### config.mk
export PLATFORM = sky130hd
export DESIGN_NAME = awsh_softclip
export DESIGN_NICKNAME = d
export VERILOG_FILES = /design/src/sv/awsh_pkg.sv /design/src/sv/awsh_softclip.sv
export SDC_FILE = /design/constraint.sdc
export NUM_CORES = 1
export LEC_CHECK = 0
export ABC_AREA = 0
export BUFFER_PORTS_ARGS = -buffer_cell sky130_fd_sc_hd__buf_2
export CAP_MARGIN = 20
export CORE_ASPECT_RATIO = 1.2
export CORE_MARGIN = 2
export CORE_UTILIZATION = 60
export CTS_BUF_LIST = sky130_fd_sc_hd__clkbuf_2 sky130_fd_sc_hd__clkbuf_4 sky130_fd_sc_hd__clkbuf_8
export DETAILED_ROUTE_END_ITERATION = 6
export PLACE_DENSITY = 0.78
export RECOVER_POWER = 100
export SLEW_MARGIN = 0
export SYNTH_ARGS = -nofsm -noshare
export SYNTH_HDL_FRONTEND = slang
export SYNTH_SLANG_ARGS = --single-unit
### constraint.sdc
create_clock -name clk -period 9.2 [get_ports clk]
set_input_delay 1.84 -clock clk [delete_from_list [all_inputs] [get_ports clk]]
set_output_delay 1.84 -clock clk [all_outputs]
set_load 0.02 [all_outputs]
### src/sv/awsh_pkg.sv
// Shared types, constants and shaping helpers for the audio waveshaper.
package awsh_pkg;

  // Shaping curve selected by the mode register
  typedef enum logic [1:0] {
    MODE_SOFT = 2'd0,
    MODE_HARD = 2'd1,
    MODE_FOLD = 2'd2,
    MODE_SINE = 2'd3
  } shape_mode_t;

  // Saturated product x in Q5.18
  localparam int XW = 23;
  localparam logic signed [XW-1:0] XSAT_HI = 23'sd4194303;
  localparam logic signed [XW-1:0] XSAT_LO = -23'sd4194304;
  localparam logic signed [XW-1:0] ONE_Q18 = 23'sd262144;

  // Softclip divider: quotient width, steps and bits per step
  localparam int SC_QW    = 15;
  localparam int SC_BPS   = 3;
  localparam int SC_STEPS = SC_QW / SC_BPS;

  // Sine phase constant and polynomial (Q30)
  localparam logic signed [51:0] PHASE_K = 52'sd170891319;
  localparam int SINE_NCOEF = 5;
  localparam logic signed [31:0] SINE_COEF [SINE_NCOEF] = '{
    32'sd1686629713, -32'sd693598672, 32'sd85569306, -32'sd5026997, 32'sd172272
  };

  // Pipeline stage map (index = stage number minus one)
  localparam int STG_PROD = 0;
  localparam int STG_X    = 1;
  localparam int STG_PREP = 2;
  localparam int STG_Z2   = 3;
  localparam int STG_H0   = 4;
  localparam int STG_FIN  = STG_PREP + SC_STEPS + 1;
  localparam int NUM_STG  = STG_FIN + 2;

  typedef logic [NUM_STG-1:0] stg_en_t;

  // Clamp to [-1,1] and round Q5.18 to Q1.14
  function automatic logic signed [15:0] shape_hard(logic signed [XW-1:0] x);
    logic signed [XW-1:0] hc;
    logic signed [XW:0]   rs;
    hc = x;
    if (x > ONE_Q18) hc = ONE_Q18;
    if (x < -ONE_Q18) hc = -ONE_Q18;
    rs = ((XW+1)'(hc) + 24'sd8) >>> 4;
    return 16'(rs);
  endfunction

  // Fold back into [-1,1] and round Q5.18 to Q1.14
  function automatic logic signed [15:0] shape_fold(logic signed [XW-1:0] x);
    logic signed [XW:0] t;
    logic signed [XW:0] abs_t;
    logic [19:0]        r;
    logic signed [20:0] a;
    logic signed [20:0] abs_a;
    logic signed [21:0] f;
    logic signed [21:0] rs;
    t     = (XW+1)'(x) - (XW+1)'(ONE_Q18);
    abs_t = t[XW] ? -t : t;
    r     = abs_t[19:0];
    a     = $signed({1'b0, r}) - 21'sd524288;
    abs_a = a[20] ? -a : a;
    f     = 22'(abs_a) - 22'sd262144;
    rs    = (f + 22'sd8) >>> 4;
    return 16'(rs);
  endfunction

endpackage

### src/sv/awsh_softclip.sv
// Softclip x/(1+|x|): pipelined restoring divider, a few quotient bits per stage.
module awsh_softclip (
  input  logic                           clk,
  input  awsh_pkg::stg_en_t              en,
  input  logic signed [awsh_pkg::XW-1:0] x,
  output logic signed [15:0]             y
);

  typedef struct packed {
    logic [awsh_pkg::XW-1:0]    rem;
    logic [awsh_pkg::SC_QW-1:0] lo;
    logic [awsh_pkg::SC_QW-1:0] q;
    logic [awsh_pkg::XW-1:0]    d;
    logic                       neg;
  } sc_div_t;

  // Retire SC_BPS quotient bits, most significant first
  function automatic sc_div_t div_step(sc_div_t s);
    sc_div_t o;
    logic [awsh_pkg::XW:0] t;
    o = s;
    for (int i = 0; i < awsh_pkg::SC_BPS; i++) begin
      t    = {o.rem, o.lo[awsh_pkg::SC_QW-1]};
      o.lo = {o.lo[awsh_pkg::SC_QW-2:0], 1'b0};
      if (t >= {1'b0, o.d}) begin
        o.rem = awsh_pkg::XW'(t - {1'b0, o.d});
        o.q   = {o.q[awsh_pkg::SC_QW-2:0], 1'b1};
      end else begin
        o.rem = t[awsh_pkg::XW-1:0];
        o.q   = {o.q[awsh_pkg::SC_QW-2:0], 1'b0};
      end
    end
    return o;
  endfunction

  localparam int NW = awsh_pkg::XW + 14;

  sc_div_t st_r [awsh_pkg::SC_STEPS+1];
  sc_div_t prep_nxt;
  logic [awsh_pkg::XW-1:0] mag;
  logic [awsh_pkg::XW-1:0] den;
  logic [NW-1:0]           num;
  logic signed [15:0]      y_r;
  logic signed [15:0]      y_nxt;

  // Set up numerator |x|*2^14 + d/2 over d = 1 + |x|
  always_comb begin
    mag = x[awsh_pkg::XW-1] ? awsh_pkg::XW'(-x) : awsh_pkg::XW'(x);
    den = mag + awsh_pkg::XW'(awsh_pkg::ONE_Q18);
    num = {mag, 14'b0} + NW'(den[awsh_pkg::XW-1:1]);
    prep_nxt.rem = awsh_pkg::XW'(num[NW-1:awsh_pkg::SC_QW]);
    prep_nxt.lo  = num[awsh_pkg::SC_QW-1:0];
    prep_nxt.q   = '0;
    prep_nxt.d   = den;
    prep_nxt.neg = x[awsh_pkg::XW-1];
  end

  always_ff @(posedge clk) begin
    if (en[awsh_pkg::STG_PREP]) begin
      st_r[0] <= prep_nxt;
    end
  end

  // Divider stages
  for (genvar j = 1; j <= awsh_pkg::SC_STEPS; j++) begin : g_div
    always_ff @(posedge clk) begin
      if (en[awsh_pkg::STG_PREP+j]) begin
        st_r[j] <= div_step(st_r[j-1]);
      end
    end
  end

  // Apply the sign of x
  always_comb begin
    if (st_r[awsh_pkg::SC_STEPS].neg) begin
      y_nxt = -16'({1'b0, st_r[awsh_pkg::SC_STEPS].q});
    end else begin
      y_nxt = 16'({1'b0, st_r[awsh_pkg::SC_STEPS].q});
    end
  end

  always_ff @(posedge clk) begin
    if (en[awsh_pkg::STG_FIN]) begin
      y_r <= y_nxt;
    end
  end

  assign y = y_r;

endmodule

* Yosys cells after proc, flatten, opt, wreduce, memory -nomap -nowiden
Memory sizes are Yosys's and may differ from the RTL's.
Index checks and enable logic that the tools add are counted.
** Cells by class
- $add $sub $neg :: 19
- Magnitude comparators :: 15
- Muxes and demuxes :: 64
** Operators by type and width (number)
- 23-bit 2-to-1 mux :: 31
- 24-bit by 23-bit >= comparator with 1-bit output :: 15
- 23-bit subtractor :: 15
- 15-bit 2-to-1 mux :: 6
- 37-bit by 22-bit adder with 37-bit output :: 1
- 1-bit 2-to-1 mux :: 27
- 23-bit by 19-bit adder with 23-bit output (second input constant) :: 1
- 23-bit negator :: 1
- 15-bit negator with 16-bit output :: 1
** Word-level totals
- Register bits :: 16
- Bits in writable memories :: 462
- Output and inout port bits :: 16
- Memories :: 1
** Memory list
- st_r :: depth 6, width 77, read ports 6, clocked after memory_dff 0, wr ports 6, RTL line awsh_softclip.sv:38 : sc_div_t st_r [awsh_pkg::SC_STEPS+1];

* Longest topological paths before layout
An unclocked memory read counts as a cell.
- Depth after elaboration :: 10
- Depth in mapped cells :: 41
- Depth with buffers taken out :: 38

* Worst setup path before layout
No wires, ideal clock.
- Path type :: register to register
- Start point :: memory st_r[1][53] (netlist name)
- End point :: memory st_r[2][73] (netlist name) (data pin)
- Data arrival time :: 7885 ps
- Data required time :: 8939 ps
- Path slack :: 1054 ps
- Cell stages (with the launch flop) :: 40
- Cells stage by stage :: edfxtp_1 inv_1 ha_1 inv_1 fa_1 a21o_1 a221oi_2 a21oi_1 a21o_1 a31oi_1 and2_1 buf_2 inv_2 buf_1 mux2i_1 inv_1 ha_1 inv_1 [... 4 more ...] o21ai_0 a221oi_4 inv_2 buf_1 o21ai_0 ha_1 o21a_1 o21ai_0 a31oi_1 o21ai_0 a21oi_1 o21a_1 a211oi_1 nand2_1 o21ai_1 buf_2 inv_2 a221o_1
** RTL lines (RTL line)
- start: declaration :: awsh_softclip.sv:38

==> run summary <==
The clock-pin slew on the worst setup and hold paths is 0.06 ns. The worst hold path passes through 0 cells. Buffers placed on the I/O ports in this run total 46. Counting distinct cell types in the post-synthesis netlist gives 94. The die boundary width is 208 um. The depth of the CTS H-tree is 2.

The number of buffers on the longest clock path is 3. The starting utilization of the core area came out at 60.8%. The depth of the worst register-to-register path came out at 34.

In the global route stage, met2 resource usage came out at 65.5%. The maximum clock frequency came out at roughly 110 MHz. In this run the critical register-to-register path is captured at st_r[3][74]. Global routing used between 30% and 40% of the available tracks across all layers. The iteration count of the initial detailed-routing pass is 6. The die outline height came out at ~250 um. For this run, the leading register cell type out of synthesis is edfxtp_1. The routability congestion estimate from global placement is a little over 1. The shortest clock period the worst path allows after layout came out at slightly below 9 ns.

The final cycle utilization of the critical path is 96.6%. The fraction of met1 tracks used by global routing is between 20% and 30%. The total count of hold-check failures in the final report came out at 0. The start point of the worst min-delay path is st_r[4][0]. Across the routed clock network, the largest skew measured is 0.0403 ns.

The biggest cell delay along the critical path came out at 0.48 ns. The average footprint of a synthesized cell is 9.28 um^2. The global routing usage on met3 is 3.13%. STA classifies the critical path endpoint as a flip-flop. The detailed-route vias per instance is slightly above 6. The max-slew violation count is 257. The largest individual stage delay along the critical path comes from the cell fa_1. The slew at the pin closest to its max-slew limit is 3.19 ns. The max-capacitance violation count came out at 5. The data arrival time of the worst path came out at 9.28 ns. The checks that failed: capacitance limit, slew limit. Synthesis produced a netlist whose cell count is 3223. The number of fill cells came out at 3728. At the worst endpoint, the required time is 9.59 ns. The post-detailed-route count of antenna-violating nets came out at 0. The cell with the most instances on the worst path is a21oi_1. The worst-case headroom to the max-slew limit is -112%.

The largest driver fanout on the critical path is 21. The number of nets in the synthesized netlist is 3628. The core region is approximately 0.05 mm^2. The number of clock buffers added by TritonCTS is 52. The path with the worst hold slack has its endpoint at st_r[5][0]. In this design, the largest share of critical-path delay is due to compound AO/OA/AOI/OAI gates. Setup violations remaining at the end of the flow were counted as 0. The total of flip-flops plus latches after synthesis came out at 297.

The residual overflow from global routing came out at 0. The total detailed-routing wirelength is 87200 um. For flop-to-flop paths, the worst setup slack is 0.31 ns. The number of warnings issued by yosys is 0. The count of inserted antenna diode cells came out at 0. Entering global routing, the biggest net connects 60 pins. The tightest min-delay check is of the flip-flop to flip-flop type. Sequential elements use slightly below 30% of the synthesized area. The area growth from synthesis to layout is 14.4%. The root buffer cell chosen for the clock tree is clkbuf_8.

The I/O pin count came out at 50. The number of enable-type register cells in the synthesized netlist came out at roughly 300. The sequential standard cell area came out at ~0.0089 mm^2.

The area of the multi-input gates came out at 0.0199 mm^2. The number of global-route vias before repair was 27.6k. In the final routed layout, each cell accounts on average for around 21 um.

The run finished, with violations left. After synthesis the cells add up to 0.0299 mm^2. The buffer and inverter count on the worst path is 6. The floorplan has 89 rows. The first global-routing pass estimated 137000 um of wire.

The number of antenna violations at the first check in global routing is 0. The die footprint is 0.0517 mm^2. The worst setup path is launched from a flip-flop. Summed over all failing endpoints, the final setup total negative slack is 0 ns. The CTS tree is built. In the layout the commonest cells are ha_1 (356), edfxtp_1 (297), a21oi_1 (285), buf_4 (277), inv_1 (233).

The placed wire-length estimate is 72600 um. The layer flagged by global routing as most heavily used is met2. The DRC violations left came out at 0.

The share of post-route cells with drive strength above 1 is 16.5%. The total clock sinks came out at between 200 and 300. The async set-or-reset flop fraction in the synthesized netlist came out at 0%. The worst reg2reg path startpoint is st_r[2][20]. The smallest hold slack is 0.413 ns. The latest clock arrival within the worst-skew pair came out at 0.68 ns. Leaving out fill and tap cells, the most frequent cell in the layout is ha_1. The total via count after detailed routing is 26.3k. Setup repair after global routing left no endpoint under its margin. The critical path start-end classification is flip-flop to flip-flop. The initial DRC count is 1281. For this run, the post-layout net count is 3979.
[worst max path at each step]
stage / start / end / slack [ns] / cells after the start
detailed placement: st_r[4][53] / st_r[5][24] / 0.13 / 37
global route: st_r[2][1] / st_r[3][76] / 0.007 / 35
floorplan: st_r[1][53] / st_r[2][73] / 1.05 / 39
finish: st_r[2][20] / st_r[3][74] / 0.31 / 34
global placement: st_r[4][53] / st_r[5][24] / 0.16 / 37
CTS: st_r[4][53] / st_r[5][24] / 0.10 / 37
[metal layers]
layer	wire (um)	up-vias	part of all wire, %
met2	47100	763	54
met4	9480	0	11
li1	-	12800	-
met5	0	-	0
met1	28200	12400	32
met3	2440	363	2.8
[worst register-to-register path, delay by kind of cell, from the launching register on]
kind,cells,cell delay (ns)
AOI/OAI and AO/OA,18,4.35
adders and majority gates,3,1.06
buffers and inverters,6,1.11
DFF,1,0.39
muxes,2,0.57
and+or+nand+nor,5,1.17
[kinds of logic after synthesis]
| group | Yosys count | share of synthesized area [%] |
|---|---|---|
| mux | 184 | 7.01 |
| fa+ha+maj | 371 | 15.9 |
| xor+xnor | 318 | 9.31 |
| simple gates | 769 | 12.5 |
| flops | 297 | 29.8 |
| compound gates | 992 | 21.6 |
| buf+inv | 292 | 3.83 |
[area by class of cell]
cell class | instances | area share (%)
clock buffers | 63 | 2.33
clock inverters | 31 | 0.959
inverters | 241 | 2.65
multi-input cells | 2634 | 58.2
flip-flops and latches | 297 | 26.1
well taps | 637 | 2.33
repair buffers | 348 | 7.47
[registers in the layout, summed over array words and instances (netlist names)]
signal and count:
y 16, st_r 281
[per-stage QoR]
stage	util [%]	worst slack, ns	instances	cell area, um^2
2_1_floorplan	-	1.05	3223	29900
3_3_place_gp	67.2	0.155	4155	33100
3_5_place_dp	67.2	0.131	4155	33100
4_1_cts	69.5	0.100	4249	34200
5_1_grt	69.5	0.00739	4251	34200
6_report	69.5	0.311	4251	34200
[synth_stat cells (all sizes together), types with 42 or more instances]
cell type    n  area (um^2)
nand4       48          300
xnor2      214         1870
nor3        51          260
nor2       189          709
a21o       138         1040
inv        241          905
xor2       104          911
edfxtp     297         8920
ha         356         4450
nand3       49          245
o21a        44          330
nor2b       42          263
nand2      227          852
a211oi      42          325
a21oi      288         1450
mux2       152         1780
o21ai      220         1100
[what timing repair did]
item	CTS	global route
hold buffers	0	0
setup buffers	0	1
gates resized for setup	0	21
setup endpoints to repair	0	92
Power is left out: the tool's default activity adds up to more than one toggle a clock period on the data nets, which glitch-free logic cannot reach.
