--- config.mk ---
export PLATFORM = sky130hd
export DESIGN_NAME = awsh_front
export DESIGN_NICKNAME = d
export VERILOG_FILES = /design/src/sv/awsh_pkg.sv /design/src/sv/awsh_front.sv
export SDC_FILE = /design/constraint.sdc
export NUM_CORES = 1
export LEC_CHECK = 0
export BUFFER_PORTS_ARGS = -buffer_cell sky130_fd_sc_hd__buf_2
export CORE_MARGIN = 2
export CORE_UTILIZATION = 55
export DETAILED_ROUTE_END_ITERATION = 10
export GPL_TIMING_DRIVEN = 0
export PLACE_DENSITY = 0.76
export SLEW_MARGIN = 20
export SYNTH_ARGS = -nofsm -noshare
export SYNTH_HDL_FRONTEND = slang
export SYNTH_SLANG_ARGS = --single-unit
--- constraint.sdc ---
create_clock -name clk -period 6.55 [get_ports clk]
set_input_delay 1.31 -clock clk [delete_from_list [all_inputs] [get_ports clk]]
set_output_delay 1.31 -clock clk [all_outputs]
set_load 0.05 [all_outputs]
--- src/sv/awsh_pkg.sv ---
// Shared types, constants and shaping helpers for the audio waveshaper.
package awsh_pkg;

  // Shaping curve selected by the mode register
  typedef enum logic [1:0] {
    MODE_SOFT = 2'd0,
    MODE_HARD = 2'd1,
    MODE_FOLD = 2'd2,
    MODE_SINE = 2'd3
  } shape_mode_t;

  // Saturated product x in Q5.18
  localparam int XW = 23;
  localparam logic signed [XW-1:0] XSAT_HI = 23'sd4194303;
  localparam logic signed [XW-1:0] XSAT_LO = -23'sd4194304;
  localparam logic signed [XW-1:0] ONE_Q18 = 23'sd262144;

  // Softclip divider: quotient width, steps and bits per step
  localparam int SC_QW    = 15;
  localparam int SC_BPS   = 3;
  localparam int SC_STEPS = SC_QW / SC_BPS;

  // Sine phase constant and polynomial (Q30)
  localparam logic signed [51:0] PHASE_K = 52'sd170891319;
  localparam int SINE_NCOEF = 5;
  localparam logic signed [31:0] SINE_COEF [SINE_NCOEF] = '{
    32'sd1686629713, -32'sd693598672, 32'sd85569306, -32'sd5026997, 32'sd172272
  };

  // Pipeline stage map (index = stage number minus one)
  localparam int STG_PROD = 0;
  localparam int STG_X    = 1;
  localparam int STG_PREP = 2;
  localparam int STG_Z2   = 3;
  localparam int STG_H0   = 4;
  localparam int STG_FIN  = STG_PREP + SC_STEPS + 1;
  localparam int NUM_STG  = STG_FIN + 2;

  typedef logic [NUM_STG-1:0] stg_en_t;

  // Clamp to [-1,1] and round Q5.18 to Q1.14
  function automatic logic signed [15:0] shape_hard(logic signed [XW-1:0] x);
    logic signed [XW-1:0] hc;
    logic signed [XW:0]   rs;
    hc = x;
    if (x > ONE_Q18) hc = ONE_Q18;
    if (x < -ONE_Q18) hc = -ONE_Q18;
    rs = ((XW+1)'(hc) + 24'sd8) >>> 4;
    return 16'(rs);
  endfunction

  // Fold back into [-1,1] and round Q5.18 to Q1.14
  function automatic logic signed [15:0] shape_fold(logic signed [XW-1:0] x);
    logic signed [XW:0] t;
    logic signed [XW:0] abs_t;
    logic [19:0]        r;
    logic signed [20:0] a;
    logic signed [20:0] abs_a;
    logic signed [21:0] f;
    logic signed [21:0] rs;
    t     = (XW+1)'(x) - (XW+1)'(ONE_Q18);
    abs_t = t[XW] ? -t : t;
    r     = abs_t[19:0];
    a     = $signed({1'b0, r}) - 21'sd524288;
    abs_a = a[20] ? -a : a;
    f     = 22'(abs_a) - 22'sd262144;
    rs    = (f + 22'sd8) >>> 4;
    return 16'(rs);
  endfunction

endpackage

--- src/sv/awsh_front.sv ---
// Front end: sample times gain, then rounding and saturation to Q5.18.
module awsh_front (
  input  logic                          clk,
  input  awsh_pkg::stg_en_t             en,
  input  logic signed [15:0]            sample,
  input  logic signed [15:0]            gain,
  output logic signed [awsh_pkg::XW-1:0] x
);

  logic signed [31:0] prod_r;
  logic signed [31:0] prod_nxt;
  logic signed [awsh_pkg::XW-1:0] x_r;
  logic signed [awsh_pkg::XW-1:0] x_nxt;
  logic signed [32:0] rnd;

  // Exact Q5.25 product
  assign prod_nxt = 32'(sample) * 32'(gain);

  // Round to Q5.18, ties up, and saturate
  always_comb begin
    rnd = (33'(prod_r) + 33'sd64) >>> 7;
    if (rnd > 33'(awsh_pkg::XSAT_HI)) begin
      x_nxt = awsh_pkg::XSAT_HI;
    end else if (rnd < 33'(awsh_pkg::XSAT_LO)) begin
      x_nxt = awsh_pkg::XSAT_LO;
    end else begin
      x_nxt = awsh_pkg::XW'(rnd);
    end
  end

  always_ff @(posedge clk) begin
    if (en[awsh_pkg::STG_PROD]) begin
      prod_r <= prod_nxt;
    end
    if (en[awsh_pkg::STG_X]) begin
      x_r <= x_nxt;
    end
  end

  assign x = x_r;

endmodule

* After elaboration in Yosys (flattened, before gate mapping)
Index checks and enable logic that the tools add are counted.
** Storage, ports and cells
- Input port bits :: 43
- Flip-flop bits (word level) :: 55
** Operators by class
- Muxes and demuxes :: 1
- $add $sub $neg :: 1
- Multipliers :: 1
- Magnitude comparators :: 2
** Operator list (number)
- adder 32 x 8 -> 33 bit, second input constant :: 1
- multiplier 16 x 16 -> 32 bit :: 1
- > comparator 26 x 23 -> 1 bit, second input constant :: 1
- less-than comparator 26 x 23 -> 1 bit, second input constant :: 1
- 2-to-1 mux 23 bit :: 1

* Depth between registers and ports, before layout
Gate-level depths: netlist (run 1).
- Depth in word-level cells :: 3
- Mapped depth :: 22
- Gate-level depth less buffers :: 21

* Worst setup path before layout (run 1)
No wires, ideal clock.
- Kind :: in2reg
- Start point :: in sample[15]
- End point :: reg prod_r[28] (data pin)
- Library setup time :: 0.260 ns
- Slack :: -0.384 ns
- Path buffers :: 1
- Arrival :: 6.674 ns
- Stages on the path :: 18
- Required time :: 6.290 ns
- Path through :: clkbuf_1 nand2_1 inv_1 fa_1 fa_1 fa_1 fa_1 fa_1 inv_1 fa_1 inv_1 ha_1 and3_1 nand4_1 or4_1 o32ai_1 nor2_1 xnor2_1
** On the way
- Longest elaborated chain between the ends :: 1
** Ends and longest elaborated chain
- from (decl) :: RTL line awsh_front.sv:5 : input logic signed [15:0] sample,
- multiplier 16 x 16 -> 32 bit :: RTL line awsh_front.sv:17 : assign prod_nxt = 32'(sample) * 32'(gain);
- net prod_nxt[28] :: RTL line awsh_front.sv:11 : logic signed [31:0] prod_nxt;
- to (signal assigned) :: RTL line awsh_front.sv:33 : prod_r <= prod_nxt;
- to (decl) :: RTL line awsh_front.sv:10 : logic signed [31:0] prod_r;
The timed path passes the listed nets, and every way through them passes these cells.
A chain may end at the register's enable or synchronous reset.

* Final worst setup path (run 1)
- Start point :: in gain[7]
- End point :: reg prod_r[31] (data pin)
** On the way
- Longest elaborated chain between the ends :: 1
** Ends and longest elaborated chain
- from (decl) :: RTL line awsh_front.sv:6 : input logic signed [15:0] gain,
- multiplier 16 x 16 -> 32 bit :: RTL line awsh_front.sv:17
- net prod_nxt[31] :: RTL line awsh_front.sv:11
The timed path passes the listed nets, and every way through them passes these cells.

==> results of run 1 <==
## state kept, by name (all words and copies together) (netlist names)
signal and flops:
prod_r 26, x 23
## worst max path at each step
stage                    start                    to  slack, ns  cells after the start
floorplan              gain[2]  prod_r[28]$_DFFE_PP_      -0.01                     19
global placement    sample[13]  prod_r[31]$_DFFE_PP_      -0.77                     20
detailed placement  sample[13]  prod_r[31]$_DFFE_PP_      -0.89                     20
CTS                    gain[6]  prod_r[28]$_DFFE_PP_      0.002                     20
global route          gain[14]  prod_r[31]$_DFFE_PP_      -0.23                     19
finish                 gain[7]  prod_r[31]$_DFFE_PP_      -0.06                     21
## worst max-delay path, stage by stage
cell and delay, ns:
buf_12 0.11, buf_8 0.12, clkbuf_2 0.19, nand2_1 0.09, fa_1 0.51, inv_1 0.07, fa_1 0.48, fa_1 0.57
fa_1 0.48, fa_1 0.57, inv_2 0.04, fa_1 0.51, inv_2 0.05, ha_4 0.26, o21ai_2 0.14, a21oi_1 0.10
a21o_1 0.20, a31oi_4 0.25, a31oi_4 0.15, a221oi_4 0.28, xnor2_2 0.12
## repair_timing
action	in CTS	in global routing
pin swaps	69	117
gates cloned	5	3
setup endpoints to repair	19	14
gates resized for setup	142	175
buffers inserted	40	48
## final cells by class
type | count | area (sq um) | share of cell area
multi-input combinational | 852 | 9882 | 0.6634
sequential | 49 | 1471 | 0.09877
timing repair buffer | 153 | 1343 | 0.09012
inverter | 319 | 1200 | 0.08055
buffer | 37 | 518.0 | 0.03477
tap | 280 | 350.3 | 0.02352
clock buffer | 6 | 128.9 | 0.008651
clock inverter | 1 | 3.754 | 0.0002520
## kinds of logic after synthesis
kind of cell / after synthesis / synth area share
simple gates: 349 / 0.1465
buf+inv: 361 / 0.1152
fa+ha+maj: 341 / 0.5155
xor+xnor: 50 / 0.03626
compound gates: 110 / 0.06299
flops: 49 / 0.1218
mux: 2 / 0.001658
## cell usage after synthesis, types with 4 or more instances
master | count | area [sq um]
a21o_1 | 10 | 75.07
a21oi_1 | 28 | 140.1
and2_1 | 125 | 782.0
and3_1 | 9 | 56.30
and4_1 | 4 | 35.03
buf_6 | 4 | 45.04
clkbuf_1 | 35 | 131.4
edfxtp_1 | 49 | 1471
fa_1 | 261 | 5225
ha_1 | 80 | 1001
inv_1 | 319 | 1197
nand2_1 | 139 | 521.8
nand2b_1 | 6 | 37.54
nand3_1 | 14 | 70.07
nand4_1 | 11 | 68.82
nor2_1 | 30 | 112.6
nor3_1 | 6 | 30.03
o21a_1 | 4 | 30.03
o21ai_0 | 18 | 90.09
o21ai_2 | 17 | 148.9
o21bai_1 | 5 | 37.54
xnor2_1 | 23 | 201.4
xor2_1 | 27 | 236.5
## stage by stage
step	utilization	hold WS, ns	worst slack (ns)
2_1_floorplan	-	0.5961	-0.01285
3_3_place_gp	0.5974	0.6250	-0.7674
3_5_place_dp	0.5974	0.6449	-0.8922
4_1_cts	0.6443	0.6608	0.001527
5_1_grt	0.6869	0.6910	-0.2338
6_report	0.6869	0.6702	-0.06191
## routing by layer
layer | up-vias | GRT usage | share of wire
li1 | 4107 | - | -
met1 | 4728 | 0.3122 | 0.34
met2 | 501 | 0.4695 | 0.50
met3 | 214 | 0.04238 | 0.085
met4 | 0 | 0.1451 | 0.077
met5 | - | 0 | 0
==> out/results.tsv, run 1 <==
stage	metric	value	unit
grt	initial antenna violation count	0	
die	Initial Utilization	0.5568	
clock_network	hold_buf cts	0	
synthesis	synthesis warning total	0	
setup_path	R2R Setup Slk	4.18	ns
run_status	outcome	finished with violations	
grt	total track usage	0.2661	
grt	GRT overflow	0	
min_path	min-delay worst type	flip-flop to flip-flop	
route	post-DR wirelength/cell	19.70	um
setup_path	CP Launch Type	input port	
setup_path	critical path data required time	6.56	ns
setup_path	FF-to-FF Start	prod_r[6]$_DFFE_PP_	
clock_network	Clock transition at path regs	0.06	ns
min_path	Min-Delay Startpoint	prod_r[21]$_DFFE_PP_	
sta	RSZ-0062 raised after global routing	true	
job	max_cap viols	0	
die	die area	23160	sq um
clock_network	H-Tree Level Count	2	
setup_path	crit-path max FO	7	
final_layout	layout cells sized above 1	0.2470	
sta	slew margin rel.	0.5708	
sta	Period minus WS final	6.612	ns
synthesis	mapped cell area	12080	sq um
synthesis	FFs w/ async S/R, synth	0	
synthesis	Mean Syn Cell Area	9.569	sq um
min_path	WHS Path Cells	2	
setup_path	CP Capture Type	flip-flop	
synthesis	cell count after synthesis	1262	
synthesis	post-synth cell types	49	
grt	largest net degree at the start of global routing	27	
synthesis	Primary FF master, synth	edfxtp_1	
die	FP Rows	54	
sta	Final Setup Violations	3	
route	ANT nets after route	0	
final_layout	final cell count without fillers	1697	
final_layout	fin nets	1801	
sta	endpoints failing hold	0	
clock_network	clock buffer depth	2	
setup_path	worst r2r dst	x[20]$_SDFFCE_PN1P_	
route	# DRC	0	
grt	vias in the first global route	10250	
route	routed vias/inst	5.628	
synthesis	Post-synth EDFFs	49	
sta	fin crit share	1.009	
sta	Final TNS setup	-0.08454	ns
setup_path	Critical Path AT	6.62	ns
place	IO buf count	57	
final_layout	commonest non-fill, non-tap cell in the layout	inv_1	
die	core area	21690	sq um
synthesis	syn nets	1646	
min_path	Min-Delay Endpoint	x[14]$_SDFFCE_PN1P_	
clock_network	CTS tree	built	
synthesis	Seq/Total Area, Yosys	0.1218	
route	WL final	33.43	mm
grt	first-pass GRT wire length	49.02	mm
final_layout	fillers	1493	
sta	worst slew pin tran	0.6395	ns
final_layout	commonest non-fill, non-tap cells in the layout	inv_1, fa_1, nand2_1	
sta	worst setup margin	-0.06191	ns
setup_path	worst-case reg-to-reg path depth	8	
place	Area after DPL	12960	sq um
run_status	failing checks	negative setup slack	
place	hpwl dp	23.18	mm
clock_network	Root Buffer	clkbuf_16	
synthesis	Yosys reg bits	49	
final_layout	Design Area, Final	14900	sq um
clock_network	# clock sinks	49	
final_layout	Area Growth Syn to Fin	23.35	%
sta	Setup Skew	0.004965	ns
clock_network	TritonCTS Buffers	5	
route	routed via count	9550	
clock_network	Clock Latency Late Sink	0.29	ns
route	drt first-iter violations	791	
die	Die Height	152.2	um
setup_path	kind of critical path	input port to flip-flop	
final_layout	ANT cells	0	
die	die width	152.2	um
place	routability cong.	0.9515	
route	DR pass1 iterations	5	
place	placed cells	1599	
die	I/O pins	66	
sta	f_max	151.2	MHz
sta	max-slew violations	0	
Power of run 1 is left out: the tool's default activity adds up to more than one toggle a clock period on the data nets, which glitch-free logic cannot reach.
==> run 2, diff against run 1 <==
CELL_PAD_IN_SITES_DETAIL_PLACEMENT = 1   (was not set)
CELL_PAD_IN_SITES_GLOBAL_PLACEMENT = 1   (was not set)
CORE_UTILIZATION = 46   (was 55)
PLACE_DENSITY = not set   (was 0.76)
PLACE_DENSITY_LB_ADDON = 0.1   (was not set)
==> run 2 against run 1 <==
Effect of this change:
- the run still ends with negative setup slack left
- utilization shrank 11 points
- register-to-register slack worse by 0.05 ns
- worst setup slack got worse by 0.065 ns
- final area rose by 0.50%
- sequential share of layout area about the same
- critical path depth fell by 2
- maximum frequency shrank 0.97%
- die area rose by 19%
- clock skew rose by 0.0016 ns
- first-iteration DRC count fell by 44%
- largest cell class unchanged
- highest routed layer unchanged
==> out/results.tsv, run 2 (synthesis gave the netlist of run 1 again) <==
stage	metric	value	unit
sta	fin crit share	1.019	
min_path	WHS Path Cells	2	
die	I/O pins	66	
sta	RSZ-0062 raised after global routing	true	
final_layout	Area Growth Syn to Fin	23.96	%
setup_path	crit-path max FO	10	
setup_path	worst-case reg-to-reg path depth	8	
route	post-DR wirelength/cell	21.14	um
final_layout	Design Area, Final	14970	sq um
clock_network	H-Tree Level Count	2	
final_layout	commonest non-fill, non-tap cells in the layout	inv_1, fa_1, nand2_1	
job	max_cap viols	0	
sta	worst slew pin tran	0.6498	ns
place	Area after DPL	13030	sq um
die	Die Height	166.0	um
place	IO buf count	57	
setup_path	Critical Path AT	6.71	ns
sta	Final Setup Violations	3	
setup_path	worst r2r dst	x[13]$_SDFFCE_PN1P_	
grt	vias in the first global route	10620	
min_path	min-delay worst type	flip-flop to flip-flop	
clock_network	Clock transition at path regs	0.06	ns
final_layout	commonest non-fill, non-tap cell in the layout	inv_1	
clock_network	TritonCTS Buffers	5	
sta	endpoints failing hold	0	
setup_path	critical path data required time	6.59	ns
route	drt first-iter violations	446	
final_layout	final cell count without fillers	1733	
die	FP Rows	59	
clock_network	# clock sinks	49	
place	hpwl dp	27.25	mm
final_layout	ANT cells	0	
route	# DRC	0	
sta	Period minus WS final	6.677	ns
sta	Setup Skew	0.006598	ns
final_layout	fin nets	1782	
run_status	failing checks	negative setup slack	
final_layout	fillers	2841	
clock_network	CTS tree	built	
sta	max-slew violations	0	
place	routability cong.	0.8824	
sta	worst setup margin	-0.1269	ns
setup_path	FF-to-FF Start	prod_r[6]$_DFFE_PP_	
setup_path	CP Capture Type	flip-flop	
clock_network	clock buffer depth	2	
final_layout	number of flip-flops in the largest register	26	
setup_path	CP Launch Type	input port	
grt	first-pass GRT wire length	56.00	mm
grt	total track usage	0.2604	
final_layout	layout cells sized above 1	0.2396	
final_layout	Most flops, register	prod_r	
setup_path	R2R Setup Slk	4.13	ns
sta	f_max	149.8	MHz
grt	GRT overflow	0	
route	WL final	36.64	mm
route	routed via count	9282	
die	die width	166.0	um
grt	initial antenna violation count	1	
die	core area	25910	sq um
route	DR pass1 iterations	5	
clock_network	hold_buf cts	0	
place	placed cells	1654	
final_layout	area of the multi-input gates	9843	sq um
route	routed vias/inst	5.356	
min_path	Min-Delay Startpoint	prod_r[21]$_DFFE_PP_	
clock_network	Root Buffer	clkbuf_16	
setup_path	kind of critical path	input port to flip-flop	
final_layout	Register Area	1471	sq um
run_status	outcome	finished with violations	
die	die area	27570	sq um
clock_network	Clock Latency Late Sink	0.29	ns
route	ANT nets after route	0	
sta	slew margin rel.	0.5639	
min_path	Min-Delay Endpoint	x[14]$_SDFFCE_PN1P_	
die	Initial Utilization	0.4661	
grt	largest net degree at the start of global routing	27	
==> run 2: cell count changes in the layout (fill, tap and decap cells not counted), sizes merged <==
| cell | change |
|---|---|
| buf | -36 |
| clkbuf | +16 |
| clkinvlp | +1 |
==> run 2: worst max path at each step <==
| stage | start | endpoint | slack [ns] | cells past startpoint |
|---|---|---|---|---|
| 3_5_place_dp | sample[13] | prod_r[30]$_DFFE_PP_ | -0.94 | 19 |
| 4_1_cts | sample[15] | prod_r[30]$_DFFE_PP_ | -0.05 | 19 |
| 3_3_place_gp | sample[13] | prod_r[30]$_DFFE_PP_ | -0.95 | 19 |
| 6_report | sample[12] | prod_r[28]$_DFFE_PP_ | -0.13 | 19 |
| 2_1_floorplan | gain[2] | prod_r[28]$_DFFE_PP_ | -0.01 | 19 |
| 5_1_grt | sample[12] | prod_r[28]$_DFFE_PP_ | -0.30 | 19 |
==> run 2: critical path, cell delays in order <==
cell and delay [ns]:
buf_4 0.15, clkbuf_16 0.18, nand2_1 0.11, fa_1 0.58, inv_1 0.07, fa_1 0.52
fa_1 0.62, fa_2 0.47, fa_1 0.50, inv_2 0.04, fa_1 0.51, inv_2 0.05
ha_4 0.26, and3_4 0.18, nand4_1 0.17, or4_4 0.57, o32ai_4 0.17, nor2_1 0.10
xnor2_1 0.13
==> run 2: area by class of cell <==
type / instances / share of cell area
Tap cell: 335 / 0.02800
Timing Repair Buffer: 132 / 0.08049
Buffer: 39 / 0.04597
Clock buffer: 5 / 0.008358
Clock inverter: 2 / 0.0007522
Sequential cell: 49 / 0.09829
Multi-Input combinational cell: 852 / 0.6575
Inverter: 319 / 0.08065
==> run 2: routing by layer <==
| metal | vias up | part of all wire | global-route usage |
|---|---|---|---|
| li1 | 4078 | - | - |
| met1 | 4820 | 0.38 | 0.3056 |
| met2 | 267 | 0.53 | 0.4931 |
| met3 | 117 | 0.044 | 0.03098 |
| met4 | 0 | 0.050 | 0.08469 |
| met5 | - | 0 | 0 |
==> run 2: per-stage QoR <==
| step | setup slack (ns) | util | hold WS [ns] | TNS [ns] |
|---|---|---|---|---|
| floorplan | -0.01285 | - | 0.5961 | -0.01285 |
| global placement | -0.9472 | 0.5027 | 0.6184 | -13.22 |
| detailed placement | -0.9384 | 0.5027 | 0.6353 | -13.87 |
| CTS | -0.05377 | 0.5475 | 0.6491 | -0.07925 |
| global route | -0.2990 | 0.5778 | 0.6607 | -1.055 |
| finish | -0.1269 | 0.5778 | 0.6456 | -0.2522 |
==> run 2: what timing repair did <==
action	in CTS	in global routing
setup buffers	26	39
gates cloned	6	4
pin swaps	67	124
gates resized for setup	188	128
endpoints found under the setup margin	20	18
hold endpoints to repair	0	0
Power of run 2 is left out for the same reason.
